$ cat config.mk
export PLATFORM = sky130hd
export DESIGN_NAME = tks_ctrl
export DESIGN_NICKNAME = d
export VERILOG_FILES = /design/src/hw/rtl/tks_pkg.sv /design/src/hw/rtl/tks_ctrl.sv
export SDC_FILE = /design/constraint.sdc
export NUM_CORES = 1
export LEC_CHECK = 0
export BUFFER_PORTS_ARGS = -buffer_cell sky130_fd_sc_hd__buf_4
export CAP_MARGIN = 20
export CORE_AREA = 8 8 48 50
export CTS_BUF_LIST = sky130_fd_sc_hd__clkbuf_4 sky130_fd_sc_hd__clkbuf_8 sky130_fd_sc_hd__clkbuf_16
export CTS_CLUSTER_DIAMETER = 80
export DETAILED_ROUTE_END_ITERATION = 7
export DIE_AREA = 0 0 56 58
export GPL_TIMING_DRIVEN = 0
export PLACE_DENSITY = 0.78
export SLEW_MARGIN = 15
export SYNTH_ARGS = -nofsm -noshare
export SYNTH_HDL_FRONTEND = slang
export SYNTH_SLANG_ARGS = --single-unit
$ cat constraint.sdc
create_clock -name clk -period 4.9 [get_ports clk]
set_clock_uncertainty 0.05 [all_clocks]
set_input_delay 1.47 -clock clk [delete_from_list [all_inputs] [get_ports clk]]
set_output_delay 1.47 -clock clk [all_outputs]
set_load 0.05 [all_outputs]
$ cat src/hw/rtl/tks_pkg.sv
// Shared types, constants and the exponent table of the top-k sampler.
package tks_pkg;

  localparam int VOCAB_DEPTH = 4096;
  localparam int MAX_TOP     = 64;
  localparam int VOCAB_AW    = $clog2(VOCAB_DEPTH);
  localparam int CNT_W       = $clog2(VOCAB_DEPTH + 1);
  localparam int TOP_AW      = $clog2(MAX_TOP);
  localparam int K_W         = $clog2(MAX_TOP + 1);
  localparam int IDX_W       = 12;
  localparam int TEMP_W      = 16;
  localparam int TOPC_W      = 7;
  localparam int WGT_W       = 17;
  localparam int TOTAL_W     = WGT_W + TOP_AW;
  localparam int DIVD_W      = 41;
  localparam int RT_W        = 31 + TOTAL_W;

  localparam logic [31:0] RNG_RESET  = 32'hDEADBEEF;
  localparam logic [30:0] RAND_MASK  = 31'h7FFFFFFF;
  localparam logic [16:0] LOG2E_Q16  = 17'd94548;
  localparam logic [31:0] EXP_STEP   = 32'd4283353945;
  localparam logic [TEMP_W-1:0] TEMP_RESET = 16'd205;
  localparam logic [TOPC_W-1:0] TOPC_RESET = 7'd8;

  // register indexes on the configuration port
  localparam logic [1:0] REG_TEMPERATURE = 2'd0;
  localparam logic [1:0] REG_TOP_COUNT   = 2'd1;
  localparam logic [1:0] REG_RNG_SEED    = 2'd2;

  typedef enum logic [4:0] {
    S_IDLE, S_SETUP, S_PASS_ORD, S_PASS_SC, S_PASS_CUR, S_J_ORD, S_J_SC, S_J_CMP,
    S_PASS_END, S_W_RD, S_W_DIV, S_W_WAIT, S_W_MUL, S_W_LUT, S_D_RNG, S_D_MUL,
    S_D_RD, S_D_CMP, S_DONE
  } state_t;

  typedef enum logic [4:0] {
    OP_NONE, OP_SETUP, OP_PASS_ORD, OP_PASS_SC, OP_PASS_CUR, OP_J_ORD, OP_J_SC,
    OP_J_CMP, OP_PASS_END, OP_W_RD, OP_W_DIV, OP_W_MUL, OP_W_LUT, OP_D_RNG,
    OP_D_MUL, OP_D_RD, OP_D_CMP
  } op_t;

  typedef struct packed {
    logic j_end;
    logic j_last;
    logic i_last;
    logic w_last;
    logic div_done;
    logic hit;
  } status_t;

  typedef logic [WGT_W-1:0] exp_tab_t [256];

  // 2^(-i/256) in Q1.16, built by repeated Q0.32 multiplication
  function automatic exp_tab_t build_exp_tab();
    exp_tab_t    t;
    logic [63:0] acc;
    acc = 64'h1_0000_0000;
    for (int i = 0; i < 256; i++) begin
      t[i] = WGT_W'((acc + 64'h8000) >> 16);
      acc  = (acc * 64'(EXP_STEP) + 64'h8000_0000) >> 32;
    end
    return t;
  endfunction

  localparam exp_tab_t EXP_TAB = build_exp_tab();

endpackage

$ cat src/hw/rtl/tks_ctrl.sv
// Controller: sequences selection passes, weighting and the draw.
module tks_ctrl
  import tks_pkg::*;
(
  input  logic    clk,
  input  logic    rst,
  input  logic    accept,
  input  logic    last_logit,
  input  status_t status,
  output op_t     op,
  output logic    busy,
  output logic    done
);

  state_t state, state_next;

  // hold state
  always_ff @(posedge clk) begin
    if (rst) state <= S_IDLE;
    else     state <= state_next;
  end

  // next state
  always_comb begin
    state_next = state;
    unique case (state)
      S_IDLE:     if (accept && last_logit) state_next = S_SETUP;
      S_SETUP:    state_next = S_PASS_ORD;
      S_PASS_ORD: state_next = S_PASS_SC;
      S_PASS_SC:  state_next = S_PASS_CUR;
      S_PASS_CUR: state_next = status.j_end ? S_PASS_END : S_J_ORD;
      S_J_ORD:    state_next = S_J_SC;
      S_J_SC:     state_next = S_J_CMP;
      S_J_CMP:    state_next = status.j_last ? S_PASS_END : S_J_ORD;
      S_PASS_END: state_next = status.i_last ? S_W_RD : S_PASS_ORD;
      S_W_RD:     state_next = S_W_DIV;
      S_W_DIV:    state_next = S_W_WAIT;
      S_W_WAIT:   if (status.div_done) state_next = S_W_MUL;
      S_W_MUL:    state_next = S_W_LUT;
      S_W_LUT:    state_next = status.w_last ? S_D_RNG : S_W_RD;
      S_D_RNG:    state_next = S_D_MUL;
      S_D_MUL:    state_next = S_D_RD;
      S_D_RD:     state_next = S_D_CMP;
      S_D_CMP:    state_next = (status.hit || status.w_last) ? S_DONE : S_D_RD;
      S_DONE:     state_next = S_IDLE;
      default:    state_next = S_IDLE;
    endcase
  end

  // outputs
  always_comb begin
    busy = (state != S_IDLE);
    done = (state == S_DONE);
    unique case (state)
      S_SETUP:    op = OP_SETUP;
      S_PASS_ORD: op = OP_PASS_ORD;
      S_PASS_SC:  op = OP_PASS_SC;
      S_PASS_CUR: op = OP_PASS_CUR;
      S_J_ORD:    op = OP_J_ORD;
      S_J_SC:     op = OP_J_SC;
      S_J_CMP:    op = OP_J_CMP;
      S_PASS_END: op = OP_PASS_END;
      S_W_RD:     op = OP_W_RD;
      S_W_DIV:    op = OP_W_DIV;
      S_W_MUL:    op = OP_W_MUL;
      S_W_LUT:    op = OP_W_LUT;
      S_D_RNG:    op = OP_D_RNG;
      S_D_MUL:    op = OP_D_MUL;
      S_D_RD:     op = OP_D_RD;
      S_D_CMP:    op = OP_D_CMP;
      default:    op = OP_NONE;
    endcase
  end

endmodule

After elaboration in Yosys (flattened, before gate mapping) --
Memory sizes are Yosys's and may differ from the RTL's. A register that Yosys moved wholly into a read port is not among the register bits. Cells that the tools add are included.
Word-level totals: bits in writable memories 0, bits in read-only memories 160, bits in registers 5, output and inout bits 7, bits in latches 0, memories 1, input bits 10
Memories:
- (name not given) | words 32, bits a word 5, read ports 1, clocked after memory_dff 1, wr ports 0, line tks_ctrl.sv:54 | unique case (state)
Cells by class: $lt $le $gt $ge 0, bitwise operators 0, add/subtract/negate cells 0, shift operators 0, muxes and demuxes 10, equal/unequal tests 20, $mul 0, reductions and logical operators 5, div/mod/pow operators 0
Operators with widths (count):
- $pmux W5 S18 | 1
- $eq A5 B4 Y1 const B | 8
- $eq A5 B3 Y1 const B | 4
- $mux W5 | 4
- $eq A5 B5 Y1 const B | 3
- $mux W4 | 3
- $eq A5 B2 Y1 const B | 2
- $eq A5 B1 Y1 const B | 1
- $logic_not A5 Y1 | 1
- $reduce_bool A5 Y1 | 1
- $ne A2 B2 Y1 const B | 2
- $mux W3 | 1
- $mux W2 | 1
- $reduce_and A2 Y1 | 1
- $logic_and A1 B1 Y1 | 1
- $logic_or A1 B1 Y1 | 1

Longest topological paths before layout --
word-level depth 5, gate-level depth with buffers 11

Worst setup path before layout --
No wires, ideal clock.
path type input to register, from in status[4] in the netlist's numbering, to reg, netlist name op[1], stages on the path 7, data required time 4747 ps, library setup time 103 ps, data arrival time 3130 ps, setup slack 1617 ps, cells stage by stage and2b_2 o2111a_1 a221oi_1 o22ai_1 ha_1 mux2i_1 a2111oi_2
On the way: cells in the longest elaborated chain, start to end 4
RTL lines:
- start: declaration | line tks_ctrl.sv:9 | input status_t status,
- $mux W4 | line tks_ctrl.sv:34 | S_J_CMP: state_next = status.j_last ? S_PASS_END : S_J_ORD;
- $pmux W5 S18 | line tks_ctrl.sv:26 | unique case (state)
- $mux W5 (no source line) (2 in a row)
Every way passes these cells. A chain may end at the register's enable or synchronous reset.

Final worst setup path --
from in status[4] in the netlist's numbering, to reg, netlist name op[1]
On the way: cells in the longest elaborated chain, start to end 4
RTL lines (line):
- $mux W4 | tks_ctrl.sv:34
- $pmux W5 S18 | tks_ctrl.sv:26
- $mux W5 (no source line) (2 in a row)
Every way passes these cells.

==> impl_metrics.json <==
{
  "track_usage_pct": 12.3,
  "io_pins": 17,
  "grt_max_degree": 11,
  "drt_iter0_drc": 34,
  "cts_setup_buffers": 0,
  "postRouteAntennaNets": 0,
  "gr-usage-met3_pct": 3.06,
  "crit_start": "status[4]",
  "final_core_util_pct": 62.4,
  "slowest_delay_ns": 0.37,
  "tightest_slew_ns": 0.412,
  "syn_nets": 113,
  "critPathTopFamily": "compound AO/OA/AOI/OAI gates",
  "nets": 133,
  "initial_core_util_pct": 51.9,
  "setup_violations": 0,
  "final_cell_mix": "17 x buf_4, 10 x nor2_1, 10 x dfxtp_1, 6 x nand2_1",
  "grt_pass1_vias": 796,
  "gr-total-overflow": 0,
  "routedWlPerCell_um": 14.7,
  "clk_latency_ns": 0.26,
  "fp-row-count": 15,
  "powerDensity_nw_per_um2": 538,
  "use_met1_pct": 12.8,
  "drv_cap": 0,
  "fin_setup_tns_ns": 0,
  "peakVddDrop_v": 0.000319,
  "num_vias": 802,
  "status": "completed",
  "hold_slack_ns": 0.706,
  "r2r-start": "state[1]$_SDFFE_PP0P_",
  "die_w_um": 56,
  "cts_root_buf": "clkbuf_4",
  "synth_ff_type": "dfxtp_1",
  "max-slew-margin-rel_pct": 72.2,
  "synth_fa_ha_area_share_pct": 7.47,
  "hold_viol": 0,
  "synth_top_family_by_area": "simple AND/OR/NAND/NOR gates",
  "hpwl_mm": 1.51,
  "htreeDepth": 1,
  "post_drt_via_cell_ratio": 5.99,
  "fp.dieH_um": 58,
  "synth-compound-area-share_pct": 27.7,
  "diodes": 0,
  "clkTransAtPathRegs_ns": 0.07,
  "synthSimpleGateAreaFrac_pct": 28.6,
  "postCtsHoldBufs": 0,
  "mostFrequentLayoutCell": "buf_4",
  "p_leak_nw": 0.443,
  "cts_resized": 0,
  "place_congestion": 0.905,
  "worstHoldStart": "state[2]$_SDFFE_PP0P_",
  "rsz0062_at_grt": "false",
  "syn_inst": 98,
  "cp_max_fo": 5,
  "async_flop_share_pct": 0,
  "fin_crit_ns": 3.33,
  "rrSetupSlack_ns": 2.35,
  "cts.sink_count": 10,
  "rr_endpoint": "op[1]$_DFF_P_",
  "fmax_mhz": 300,
  "layout-drive-gt1-share_pct": 28.2,
  "netlist_area_um2": 837,
  "grt-busiest-layer": "met2",
  "ys_seq_elements": 10,
  "numCtsBuffers": 3,
  "hold_path_class": "register to register",
  "cts_buffer_depth": 2,
  "finalWirelength_mm": 1.98,
  "ys_warn_count": 0,
  "min_to": "state[0]$_SDFFE_PP0P_",
  "antenna_found_initial": 0,
  "dieArea_um2": 3250,
  "numPortBuffers": 15,
  "cts_tree": "built",
  "path_cells": "buf_4 > and2b_2 > o2111a_1 > a221oi_1 > o22ai_1 > ha_1 > mux2i_1 > a2111oi_2",
  "cpMaxStageDelayCell": "a221oi_1",
  "synth.yosys.seq_area_share_pct": 23.9,
  "required_ns": 5.01,
  "worst-r2r-cell-count": 8,
  "fin_crit_sh_pct": 68.0,
  "grtUsageMet2_pct": 23.1,
  "min_path_cells": 4,
  "area_growth_syn_to_layout_pct": 20.3,
  "core-area_um2": 1610,
  "critPathBufInv": 1,
  "synth.distinct_cells": 46,
  "drcViolationCount": 0,
  "critical_path_class": "input pin to register",
  "arrival_ns": 3.45,
  "synth_edf_count": 0,
  "cp-end-kind": "register",
  "yosys-mux-area-fraction_pct": 2.39,
  "synthXorXnorAreaFrac_pct": 0,
  "slew_violations": 0,
  "synth.avg_cell_area_um2": 8.54,
  "worst_setup_path_start_kind": "input pin",
  "grt_pass1_wl_mm": 3.35,
  "dr.pass1.iters": 4
}
==> state kept, by name (all words and copies together) (netlist names) <==
register	cells
state	5
op	5
==> tightest hold or removal path: cells and delay by family, from the launching register on <==
kind	cells	cell delay, ns
flops	1	0.31
simple gates	2	0.18
buf+inv	1	0.15
compound gates	1	0.08
==> through the flow <==
step | instances | instance area [µm²] | worst slack [ns] | total power, mW
6_report | 134 | 1010 | 1.57 | 0.542
5_1_grt | 134 | 1010 | 1.39 | 0.578
4_1_cts | 134 | 1010 | 1.54 | 0.542
3_5_place_dp | 130 | 971 | 1.28 | 0.470
3_3_place_gp | 130 | 971 | 1.32 | 0.460
2_1_floorplan | 98 | 837 | 1.62 | 0.389
==> per-layer routing <==
layer  up-vias  part of all wire (%)
met5         -                     0
met4         0                  0.51
met3         2                   6.8
met2        25                    52
met1       378                    41
li1        397                     -
==> final cells by class <==
class	count	area, µm²
fill	158	607
multi-input combinational	76	553
sequential	10	200
timing repair buffer	15	113
buffer	6	61.3
clock buffer	4	36.3
inverter	6	22.5
tap	17	21.3
==> synthesized netlist by cell type, drive strengths merged (3+ instances only) <==
cell	n	area, µm²
o21a	3	22.5
dfxtp	10	200
inv	6	22.5
buf	4	37.5
ha	5	62.6
nor2	10	37.5
nor2b	5	38.8
o21ai	5	25.0
a21oi	4	20.0
nand2	6	22.5
and2	3	18.8
==> kinds of logic (layout without fill, tap and decap cells) <==
group | Yosys count | in the layout
AND/OR/NAND/NOR | 41 | 41
flip-flops | 10 | 10
AO/OA/AOI/OAI | 28 | 28
buffers and inverters | 12 | 31
multiplexers | 2 | 2
adder cells (fa/ha/maj) | 5 | 5
==> report_power, final <==
part	internal (mW)	switching, mW
clock	0.0451	0.0278
combinational	0.144	0.209
sequential	0.101	0.0157
total	0.290	0.252
==> worst max path at each step <==
stage	cells after the start	slack, ns	endpoint
detailed placement	8	1.28	op[1]$_DFF_P_
floorplan	7	1.62	op[1]$_DFF_P_
CTS	8	1.54	op[1]$_DFF_P_
global placement	8	1.32	op[1]$_DFF_P_
finish	8	1.57	op[1]$_DFF_P_
global route	9	1.39	op[1]$_DFF_P_
No activity file was read; power rests on OpenSTA's default activity.
